`src/rtl/imu_sample_time_aligner_top_macros.svh`:
```
// assertion macros for the imu sample time aligner
// used by the top level only, expects i_clk and i_rst_n in scope
`ifndef IMU_SAMPLE_TIME_ALIGNER_TOP_MACROS_SVH
`define IMU_SAMPLE_TIME_ALIGNER_TOP_MACROS_SVH

// same-cycle implication
`define ISTA_ASSERT_IMP(lbl, ante, cons) \
    lbl: assert property (@(posedge i_clk) disable iff (!i_rst_n) (ante) |-> (cons)) \
        else $error("ista check failed");

// next-cycle implication
`define ISTA_ASSERT_NXT(lbl, ante, cons) \
    lbl: assert property (@(posedge i_clk) disable iff (!i_rst_n) (ante) |=> (cons)) \
        else $error("ista check failed");

`endif

```
`src/rtl/ista_ram.sv`:
```
// generic single-port-write, single-port-read ram with registered read
// no dependencies
module ista_ram #(
    parameter int WIDTH = 8,
    parameter int DEPTH = 16
) (
    input  logic                     i_clk,
    input  logic                     i_we,
    input  logic [$clog2(DEPTH)-1:0] i_waddr,
    input  logic [WIDTH-1:0]         i_wdata,
    input  logic [$clog2(DEPTH)-1:0] i_raddr,
    output logic [WIDTH-1:0]         o_rdata
);
    logic [WIDTH-1:0] r_mem [DEPTH];
    logic [WIDTH-1:0] r_rdata;

    always_ff @(posedge i_clk) begin
        if (i_we) begin
            r_mem[i_waddr] <= i_wdata;
        end
        r_rdata <= r_mem[i_raddr];
    end

    assign o_rdata = r_rdata;
endmodule

```
`config.mk`:
```
export PLATFORM = sky130hd
export DESIGN_NAME = ista_ram
export DESIGN_NICKNAME = d
export VERILOG_FILES = /design/src/rtl/imu_sample_time_aligner_top_macros.svh /design/src/rtl/ista_ram.sv
export SDC_FILE = /design/constraint.sdc
export NUM_CORES = 1
export LEC_CHECK = 0
export BUFFER_PORTS_ARGS = -buffer_cell sky130_fd_sc_hd__buf_2
export CORE_AREA = 2 2 96 98
export DETAILED_ROUTE_END_ITERATION = 6
export DIE_AREA = 0 0 98 100
export PLACE_DENSITY = 0.8
export SETUP_SLACK_MARGIN = 0.5
export SYNTH_ARGS = -nofsm -noshare
export SYNTH_HDL_FRONTEND = slang
export SYNTH_SLANG_ARGS = --single-unit
```
`constraint.sdc`:
```
create_clock -name i_clk -period 2.2 [get_ports i_clk]
set_input_delay 0.33 -clock i_clk [delete_from_list [all_inputs] [get_ports i_clk]]
set_output_delay 0.33 -clock i_clk [all_outputs]
set_load 0.01 [all_outputs]
```
==> impl_metrics.toml <==
[floorplan]
initial_core_util_pct = 57.9
io_pins = 26
num_rows = 35
die_area_mm2 = 0.00980
die_height_um = 100
core_mm2 = 0.00889
fp.dieW_um = 98

[route]
routed_wl_mm = 9.81
drc_errors = 0
via_count = 2455
drt-pass1-iter-count = 4
avgRoutedWirePerCell_um = 24.1
drt-initial-drc-count = 230
via_per_inst = 6.03
drtAntennaViolNets = 0

[status]
outcome = "finished, final reports clean"

[logic_synthesis]
synth-seq-area-share_pct = 77.8
synth_common_cells = "128 x edfxtp_1, 18 x mux4_2, 16 x a22oi_1"
synth_top_cell_area_share_pct = 74.7
postSynthAreaPerCell_um2 = 22.5
synthSimpleGateAreaFrac_pct = 3.18
syn_inst = 229
synthMuxAreaShare_pct = 15.0
synth_fa_ha_area_share_pct = 0
yosys_most_used_dff = "edfxtp_1"
synth.ff_latch_count = 136
yosysUniqueCellTypes = 19
synth_area_leader_cell = "edfxtp_1"
yosysMostFrequentCell = "edfxtp_1"
synth_nets = 247
synth_top_family_by_area = "multiplexers"
ys_async_sr_fraction_pct = 0
ys_warn_count = 0
syn_area_mm2 = 0.00515
synth_edf_count = 128
synth_compound_area_share_pct = 2.33
ys_top_cells_by_area = "edfxtp_1 75%, mux4_2 7.9%, mux4_1 7.1%, dfxtp_1 3.1%, a22oi_1 2.3%"
synth-xor-area-share_pct = 0

[power_and_ir_drop]
ir_drop_uv = 532
finalPower_uw = 6130
leakage_uw = 0.00210
powerDensity_mw_per_mm2 = 998

[global_route]
grt_pass1_vias = 2543
grt.total_usage_pct = 22.1
grt_max_degree = 24
grt_pass1_wl_mm = 15.1
gr-total-overflow = 0
antenna_found_initial = 0

[timing]
layout_min_cycle_time_ns = 1.49
setup_tns_ns = 0
clock.fmax_mhz = 670
maxSlewHeadroom_pct = 56.6
period_share_pct = 67.8
rsz0062_at_grt = "false"
finalSetupViolCount = 0
final.setup_skew_ns = 0.0102
fin_ws_ns = 0.708
maxSlewViolCount = 0
worst_pin_slew_ns = 0.649
hold_violations = 0

[cts]
cts_max_path_buffers = 2
cts_tree = "done"
cts_setup_buffers = 0
clock-root-buffer = "clkbuf_8"
cts_buffers = 17
htree_levels = 4
cts.repair.resized = 0
clkLatencyLatePin_ns = 0.52
clk_pin_slew_ns = 0.06
hold_buffers = 0
clock-sinks = 136

[critical_path]
r2r-end = "o_rdata[6]"
worst-r2r-setup-slack_ns = 0.71
cp_data_arrival_time_ns = 1.89
crit_path_end_kind = "flop"
cp-start-kind = "flop"
timing.rr.start = "r_mem[0][6]"
cp_max_fo = 1
path_class = "reg -> reg"
r2r.worst_path.cells = 3
critical_path_required_ns = 2.59

[worst_hold_path]
hp-start = "i_wdata[3]"
hold_depth = 1
hold_class = "in -> reg"
whs_endpoint = "r_mem[3][3]"

[final_layout]
diodes = 0
postLayoutCoreUtil_pct = 69.1
area_growth_pct = 19.3
drive_gt1_share_pct = 32.4
nets = 301
postLayoutCellArea_mm2 = 0.00614

[placement]
dpl_cell_area_mm2 = 0.00552
gp_congestion = 0.750
hpwl_mm = 5.84
place_ws_ns = 0.369
numPortBuffers = 25

[run]
drv_cap = 0
-- layout make-up --
type | count | area [um^2]
clock buffer | 19 | 432
clock inverter | 13 | 193
fill | 523 | 2750
multi-input combinational | 83 | 1060
sequential | 136 | 4000
tap | 111 | 139
timing repair buffer | 45 | 313
-- layout by cell type, fill, tap and decap left out, drive strengths merged --
cell type	count
and2	1
clkbuf	19
nor2	13
clkinvlp	5
inv	3
or3b	1
and2b	1
nand2	9
mux4	32
nand2b	2
a22oi	16
clkinv	1
dfxtp	8
nand3b	2
nor3	4
bufinv	4
nand3	1
nor2b	1
edfxtp	128
buf	45
-- logic make-up after synthesis --
family                 count (synthesis)
DFF                                  136
AOI/OAI and AO/OA                     16
muxes                                 32
and+or+nand+nor                       35
buffers and inverters                 10
-- registers in the layout, summed over array words and instances, names as in the netlist --
| register | flops |
|---|---|
| o_rdata | 8 |
| r_mem | 128 |
-- stage by stage --
stage | hold slack, ns | instances
after floorplan | 0.429 | 229
after global placement | 0.651 | 375
after detailed placement | 0.662 | 375
after CTS | 0.176 | 407
after global routing | 0.181 | 407
final | 0.196 | 407
-- routing by layer --
metal  routed length [um]  global-route usage [%]  share of wire [%]
met5                    0                       0                  0
met4                  112                    7.69                1.1
met3                  735                    7.03                7.5
met2                 4830                    33.1                 49
met1                 4130                    31.4                 42
-- where the power goes --
part	switching, uW	leakage, uW	internal, uW
Sequential	16.2	0.00122	2900
Combinational	156	0.000591	120
Clock	1060	0.000288	1880
Total	1230	0.00210	4900
-- critical path, cell delays in order (launching register included) --
cell	delay (ns)
edfxtp_1	0.43
mux4_2	0.52
a22oi_1	0.34
nand2_1	0.09
-- how the worst max path moves through the flow --
stage | cells past startpoint | start | slack (ns) | end
CTS | 3 | r_mem[0][6] | 0.71 | o_rdata[6]
global route | 3 | r_mem[0][6] | 0.69 | o_rdata[6]
finish | 3 | r_mem[0][6] | 0.71 | o_rdata[6]
global placement | 5 | i_raddr[0] | 0.36 | o_rdata[1]
detailed placement | 5 | i_raddr[0] | 0.37 | o_rdata[1]
floorplan | 2 | i_waddr[2] | 0.60 | r_mem[3][0]
Note: power is estimated with default switching activity, not from simulation.
