## config.mk

```make
export PLATFORM = sky130hd
export DESIGN_NAME = ista_div
export DESIGN_NICKNAME = d
export VERILOG_FILES = /design/src/rtl/imu_sample_time_aligner_top_macros.svh /design/src/rtl/ista_pkg.sv /design/src/rtl/ista_div.sv
export SDC_FILE = /design/constraint.sdc
export NUM_CORES = 1
export LEC_CHECK = 0
export BUFFER_PORTS_ARGS = -buffer_cell sky130_fd_sc_hd__buf_2
export CAP_MARGIN = 0
export CORE_UTILIZATION = 50
export CTS_BUF_LIST = sky130_fd_sc_hd__clkbuf_16
export CTS_CLUSTER_SIZE = 8
export DETAILED_ROUTE_END_ITERATION = 8
export HOLD_SLACK_MARGIN = 0.03
export PLACE_DENSITY = 0.77
export SKIP_LAST_GASP = 1
export SYNTH_ARGS = -nofsm -noshare
export SYNTH_HDL_FRONTEND = slang
export SYNTH_SLANG_ARGS = --single-unit
```

## constraint.sdc

```tcl
create_clock -name i_clk -period 2.6 [get_ports i_clk]
set_clock_uncertainty 0.15 [all_clocks]
set_input_delay 0.13 -clock i_clk [delete_from_list [all_inputs] [get_ports i_clk]]
set_output_delay 0.13 -clock i_clk [all_outputs]
set_load 0.02 [all_outputs]
```

## src/rtl/imu_sample_time_aligner_top_macros.svh

```systemverilog
// assertion macros for the imu sample time aligner
// used by the top level only, expects i_clk and i_rst_n in scope
`ifndef IMU_SAMPLE_TIME_ALIGNER_TOP_MACROS_SVH
`define IMU_SAMPLE_TIME_ALIGNER_TOP_MACROS_SVH

// same-cycle implication
`define ISTA_ASSERT_IMP(lbl, ante, cons) \
    lbl: assert property (@(posedge i_clk) disable iff (!i_rst_n) (ante) |-> (cons)) \
        else $error("ista check failed");

// next-cycle implication
`define ISTA_ASSERT_NXT(lbl, ante, cons) \
    lbl: assert property (@(posedge i_clk) disable iff (!i_rst_n) (ante) |=> (cons)) \
        else $error("ista check failed");

`endif

```

## src/rtl/ista_pkg.sv

```systemverilog
// shared types, constants and ring helpers for the imu sample time aligner
// no dependencies
package ista_pkg;

    localparam int RING_DEPTH   = 64;
    localparam int SEARCH_LIMIT = 32;
    localparam int IDX_W        = $clog2(RING_DEPTH);
    localparam int CNT_W        = $clog2(SEARCH_LIMIT + 1);
    localparam int NVALS        = 7;
    localparam int KIDX_W       = $clog2(NVALS);
    localparam int TIME_W       = 48;
    localparam int VAL_W        = 32;
    localparam int PERIOD_W     = 20;
    localparam int GAP_W        = PERIOD_W + 2;   // three periods
    localparam int DEN_W        = PERIOD_W + 3;   // six periods
    localparam int NUM_W        = GAP_W + 16;     // gap in q22.16
    localparam int WIN_W        = TIME_W + 2;
    localparam int ENTRY_W      = TIME_W + NVALS * VAL_W;

    localparam logic [PERIOD_W-1:0] PERIOD_RESET = PERIOD_W'(4000);

    localparam logic REQ_STORE = 1'b0;
    localparam logic REQ_QUERY = 1'b1;

    localparam logic [1:0] ST_INTERP = 2'd0;
    localparam logic [1:0] ST_PASS   = 2'd1;
    localparam logic [1:0] ST_FAIL   = 2'd2;

    typedef struct packed {
        logic [TIME_W-1:0]           stamp;
        logic [NVALS-1:0][VAL_W-1:0] vals;
    } t_entry;

    typedef struct packed {
        logic [1:0]                  status;
        logic [NVALS-1:0][VAL_W-1:0] vals;
    } t_res;

    typedef struct packed {
        logic             start;
        logic [NUM_W-1:0] num;
        logic [DEN_W-1:0] den;
    } t_div_cmd;

    typedef struct packed {
        logic             done;
        logic [NUM_W-1:0] quot;
    } t_div_rsp;

    function automatic logic [IDX_W-1:0] ring_prev(input logic [IDX_W-1:0] i);
        return (i == '0) ? IDX_W'(RING_DEPTH - 1) : i - IDX_W'(1);
    endfunction

    function automatic logic [IDX_W-1:0] ring_next(input logic [IDX_W-1:0] i);
        return (i == IDX_W'(RING_DEPTH - 1)) ? '0 : i + IDX_W'(1);
    endfunction

endpackage

```

## src/rtl/ista_div.sv

```systemverilog
// restoring divider for the interpolation fraction, one quotient bit per cycle
// depends on ista_pkg
module ista_div (
    input  logic                i_clk,
    input  logic                i_rst_n,
    input  ista_pkg::t_div_cmd  i_cmd,
    output ista_pkg::t_div_rsp  o_rsp
);
    localparam int BCNT_W = $clog2(ista_pkg::NUM_W);

    logic                          r_busy;
    logic [BCNT_W-1:0]             r_cnt;
    logic [ista_pkg::NUM_W-1:0]    r_num;
    logic [ista_pkg::DEN_W-1:0]    r_den;
    logic [ista_pkg::DEN_W-1:0]    r_rem;
    logic                          r_done;
    logic [ista_pkg::DEN_W:0]      shifted;
    logic                          qbit;

    always_comb begin
        shifted = {r_rem, r_num[ista_pkg::NUM_W-1]};
        qbit    = (shifted >= {1'b0, r_den});
    end

    always_ff @(posedge i_clk) begin
        if (!i_rst_n) begin
            r_busy <= 1'b0;
            r_done <= 1'b0;
            r_cnt  <= '0;
        end else begin
            r_done <= 1'b0;
            if (i_cmd.start) begin
                r_busy <= 1'b1;
                r_cnt  <= '0;
            end else if (r_busy) begin
                r_cnt <= r_cnt + BCNT_W'(1);
                if (r_cnt == BCNT_W'(ista_pkg::NUM_W - 1)) begin
                    r_busy <= 1'b0;
                    r_done <= 1'b1;
                end
            end
        end
    end

    always_ff @(posedge i_clk) begin
        if (i_cmd.start) begin
            r_num <= i_cmd.num;
            r_den <= i_cmd.den;
            r_rem <= '0;
        end else if (r_busy) begin
            // remainder stays below the divisor, so it fits the divisor width
            r_rem <= qbit ? ista_pkg::DEN_W'(shifted - {1'b0, r_den})
                          : shifted[ista_pkg::DEN_W-1:0];
            r_num <= {r_num[ista_pkg::NUM_W-2:0], qbit};
        end
    end

    assign o_rsp.done = r_done;
    assign o_rsp.quot = r_num;
endmodule

```

==> results.py <==
metrics = {
    "run": {
        "drv_cap": 0,
    },
    "critical_path": {
        "path_max_fanout": 7,
        "crit_path_max_incr_delay_ns": 0.35,
        "path_buf_inv": 4,
        "setup.worst_path.end_class": "register",
        "reg2regPathDepth": 10,
        "rr_endpoint": "r_num[0]$_DFFE_PP_",
        "cpLargestDelayFamily": "compound AO/OA/AOI/OAI gates",
        "r2r_slack_ns": -0.14,
        "crit_cells": 10,
        "crit_path_start_kind": "register",
        "crit-reg2reg-launch": "r_den[12]$_DFFE_PP_",
        "arrival_ns": 2.69,
        "slowest_stage": "ha_1",
        "required_ns": 2.55,
        "worst-setup-path-type": "reg -> reg",
        "path_cells": "inv_1, ha_1, buf_4, a221oi_2, o21ai_1, a31o_1, o21a_1, buf_6, buf_12, mux2_4",
    },
    "timing": {
        "fin_crit_ns": 2.74,
        "period_share": 1.05,
        "slew_viol_final": 0,
        "finalHoldViolations": 0,
        "finalSetupTns_ns": -2.34,
        "timing.hold.ws_ns": 0.335,
        "layout_setup_ws_ns": -0.140,
        "max-slew-margin-rel": 0.633,
        "rsz0062_at_grt": "true",
        "fmax_ghz": 0.365,
        "worst_slew_pin_slew_ns": 0.550,
        "finalSetupViolCount": 23,
    },
    "floorplanning": {
        "die_w_um": 102,
        "io_pins": 103,
        "die_area_um2": 10400,
        "num_rows": 36,
        "core_um2": 9730,
        "die_y_um": 102,
        "initial_utilization": 0.514,
    },
    "cells_and_area": {
        "drive_gt1_frac": 0.366,
        "design_area_um2": 7200,
        "antenna_cells": 0,
        "regArea_um2": 2450,
        "area_growth_pct": 43.9,
        "multi_input_area_um2": 2520,
        "n_fill_cell": 667,
        "fin_nets": 765,
    },
    "logic_synthesis": {
        "ys_ff_latch": 92,
        "synth_cell_types": 57,
        "ys.warnings.count": 0,
        "yosysSeqAreaShare": 0.490,
        "syn-num-nets": 563,
        "synth-main-ff-cell": "edfxtp_1",
        "syn_area_um2": 5000,
        "synthCells": 473,
        "synth-edff-count": 61,
        "ys_async_sr_fraction": 0,
        "avgSynthCellArea_um2": 10.6,
    },
    "route": {
        "dr.pass1.iters": 4,
        "drtIter0Drc": 286,
        "wirelength_mm": 13.3,
        "drc": 0,
        "detail-route-antenna-nets": 0,
        "vias_per_cell": 5.42,
        "wl_per_cell_um": 16.4,
        "vias": 4410,
    },
    "cts": {
        "cts.sink_count": 92,
        "clk_pin_slew_ns": 0.06,
        "cts_buffers": 9,
        "cts.path.max_buffers": 2,
        "cts_root_buf": "clkbuf_16",
        "tritoncts": "built",
        "clock_latency_ns": 0.35,
        "h-tree-depth": 3,
    },
    "power_and_ir_drop": {
        "seq_power_share": 0.420,
        "p_sw_frac": 0.280,
        "power.internal_w": 0.00303,
        "comb_power_share": 0.246,
        "power_leakage_nw": 3.00,
        "p_per_area_nw_per_um2": 585,
        "max-vdd-ir-drop_mv": 0.493,
        "finalPower_w": 0.00421,
        "pwr-share-clk": 0.334,
        "switchingPower_w": 0.00118,
    },
    "placement": {
        "place_hpwl_mm": 8.13,
        "io_buffer_count": 102,
        "place_area_um2": 5910,
        "routabilityCongestion": 0.880,
    },
    "min_path": {
        "holdPathStages": 2,
        "hold_end": "r_den[7]$_DFFE_PP_",
        "hp-start": "i_cmd[7]",
        "worstHoldPathType": "in -> reg",
    },
    "global_routing": {
        "antenna_found_initial": 0,
        "track_usage": 0.257,
        "use_met2": 0.449,
        "grt_max_degree": 50,
        "grt_first_pass_wirelength_mm": 20.3,
        "grt_util_met1": 0.301,
        "gr-total-overflow": 0,
        "grt_use_met3": 0.0451,
        "grt_pass1_vias": 4371,
        "grt.busiest_layer": "met2",
    },
    "status": {
        "status": "finished with violations",
        "violations": "setup timing",
    },
}
[cell usage in the layout, fill, tap and decap left out, drive strengths merged, types with 3 or more instances in the layout]
master / netlist / layout
nor2b: 6 / 6
nor2: 41 / 41
nand3: 6 / 6
nand2: 53 / 53
clkbuf: 9 / 10
a31oi: 3 / 3
inv: 33 / 35
a211oi: 4 / 4
nor3: 9 / 9
xor2: 11 / 11
o21a: 7 / 7
dfxtp: 31 / 31
and3: 4 / 4
a221oi: 3 / 3
nand4: 7 / 7
a311oi: 14 / 14
a21o: 5 / 5
a21oi: 25 / 25
dlygate4sd3: 0 / 63
edfxtp: 61 / 61
ha: 25 / 25
buf: 16 / 152
xnor2: 11 / 11
o211ai: 3 / 3
mux2: 40 / 40
o21ai: 17 / 17
[per-stage QoR]
step / util / instances / setup slack (ns)
after floorplan: - / 473 / -0.139
after global placement: 0.607 / 725 / -0.0609
after detailed placement: 0.607 / 725 / -0.130
after CTS: 0.720 / 810 / -0.0769
after global routing: 0.740 / 813 / -0.278
final: 0.740 / 813 / -0.140
[worst max path at each step]
stage	slack, ns	to	from
floorplan	-0.14	r_rem[7]$_SDFFE_PP0P_	r_num[37]$_DFFE_PP_
global placement	-0.06	r_rem[21]$_SDFFE_PP0P_	r_den[1]$_DFFE_PP_
detailed placement	-0.13	r_rem[21]$_SDFFE_PP0P_	r_den[1]$_DFFE_PP_
CTS	-0.08	r_num[0]$_DFFE_PP_	r_num[37]$_DFFE_PP_
global route	-0.28	r_rem[16]$_SDFFE_PP0P_	r_num[37]$_DFFE_PP_
finish	-0.14	r_num[0]$_DFFE_PP_	r_den[12]$_DFFE_PP_
[power by group through the flow]
| stage | combinational, W | sequential [W] | clock (W) |
|---|---|---|---|
| after floorplan | 0.000488 | 0.00186 | 0 |
| after global placement | 0.000829 | 0.00178 | 0 |
| after detailed placement | 0.000854 | 0.00179 | 0 |
| after CTS | 0.000974 | 0.00176 | 0.00143 |
| after global routing | 0.00111 | 0.00178 | 0.00148 |
| final | 0.00103 | 0.00177 | 0.00141 |
[state kept, by name, indices dropped and copies added, names as in the netlist]
name	count
r_den	23
r_done	1
r_num	38
r_cnt	6
r_rem	23
r_busy	1
[final cells by class]
class,instances,area share
Clock buffer,9,0.0313
Clock inverter,7,0.0129
Inverter,33,0.0183
Multi-Input combinational cell,323,0.351
Sequential cell,92,0.341
Tap cell,133,0.0231
Timing Repair Buffer,216,0.223
[logic make-up after synthesis]
group	synth area share
and+or+nand+nor	0.123
adders and majority gates	0.0665
DFF	0.490
AOI/OAI and AO/OA	0.134
buffers and inverters	0.0538
muxes	0.0948
xor gates and xnor gates	0.0385
[per-layer routing]
layer,wire length [µm],vias to the layer above
li1,-,2120
met1,5380,2116
met2,6920,138
met3,500,36
met4,510,0
met5,0,-
[Yosys cell counts, types with 2 or more instances]
library cell  instances  area share
a221oi_1              2      0.0035
nand2_1              53       0.040
xnor2_1              11       0.019
dfxtp_1              31        0.12
o21ai_1               3      0.0030
and3_1                3      0.0038
nor2b_1               6      0.0075
nand4_1               7      0.0088
nor4_1                2      0.0025
mux2_2               39       0.088
a21oi_1              25       0.025
mux2i_1               2      0.0040
buf_6                 5       0.011
o311ai_1              2      0.0035
o21a_1                7       0.011
xor2_1               11       0.019
o31a_1                2      0.0035
o211ai_1              3      0.0045
buf_1                 6      0.0045
a21o_1                5      0.0075
inv_1                32       0.024
o21bai_1              2      0.0030
o21ai_0              14       0.014
nor3_1                9      0.0090
nand3_1               6      0.0060
buf_4                 3      0.0045
buf_2                 2      0.0020
a31oi_1               3      0.0038
nor2_1               41       0.031
clkbuf_1              9      0.0068
a311oi_1             14       0.025
ha_1                 25       0.063
edfxtp_1             61        0.37
a211oi_1              4      0.0060
[what timing repair did]
action                                  4_1_cts  5_1_grt
pin swaps                                    24       14
gates cloned                                  0        1
endpoints found under the setup margin       22       23
hold buffers                                 63        0
endpoints found under the hold margin        64        0
gates resized for setup                      24       32
buffers inserted                              6        2
Note: power is estimated with default switching activity, not from simulation.
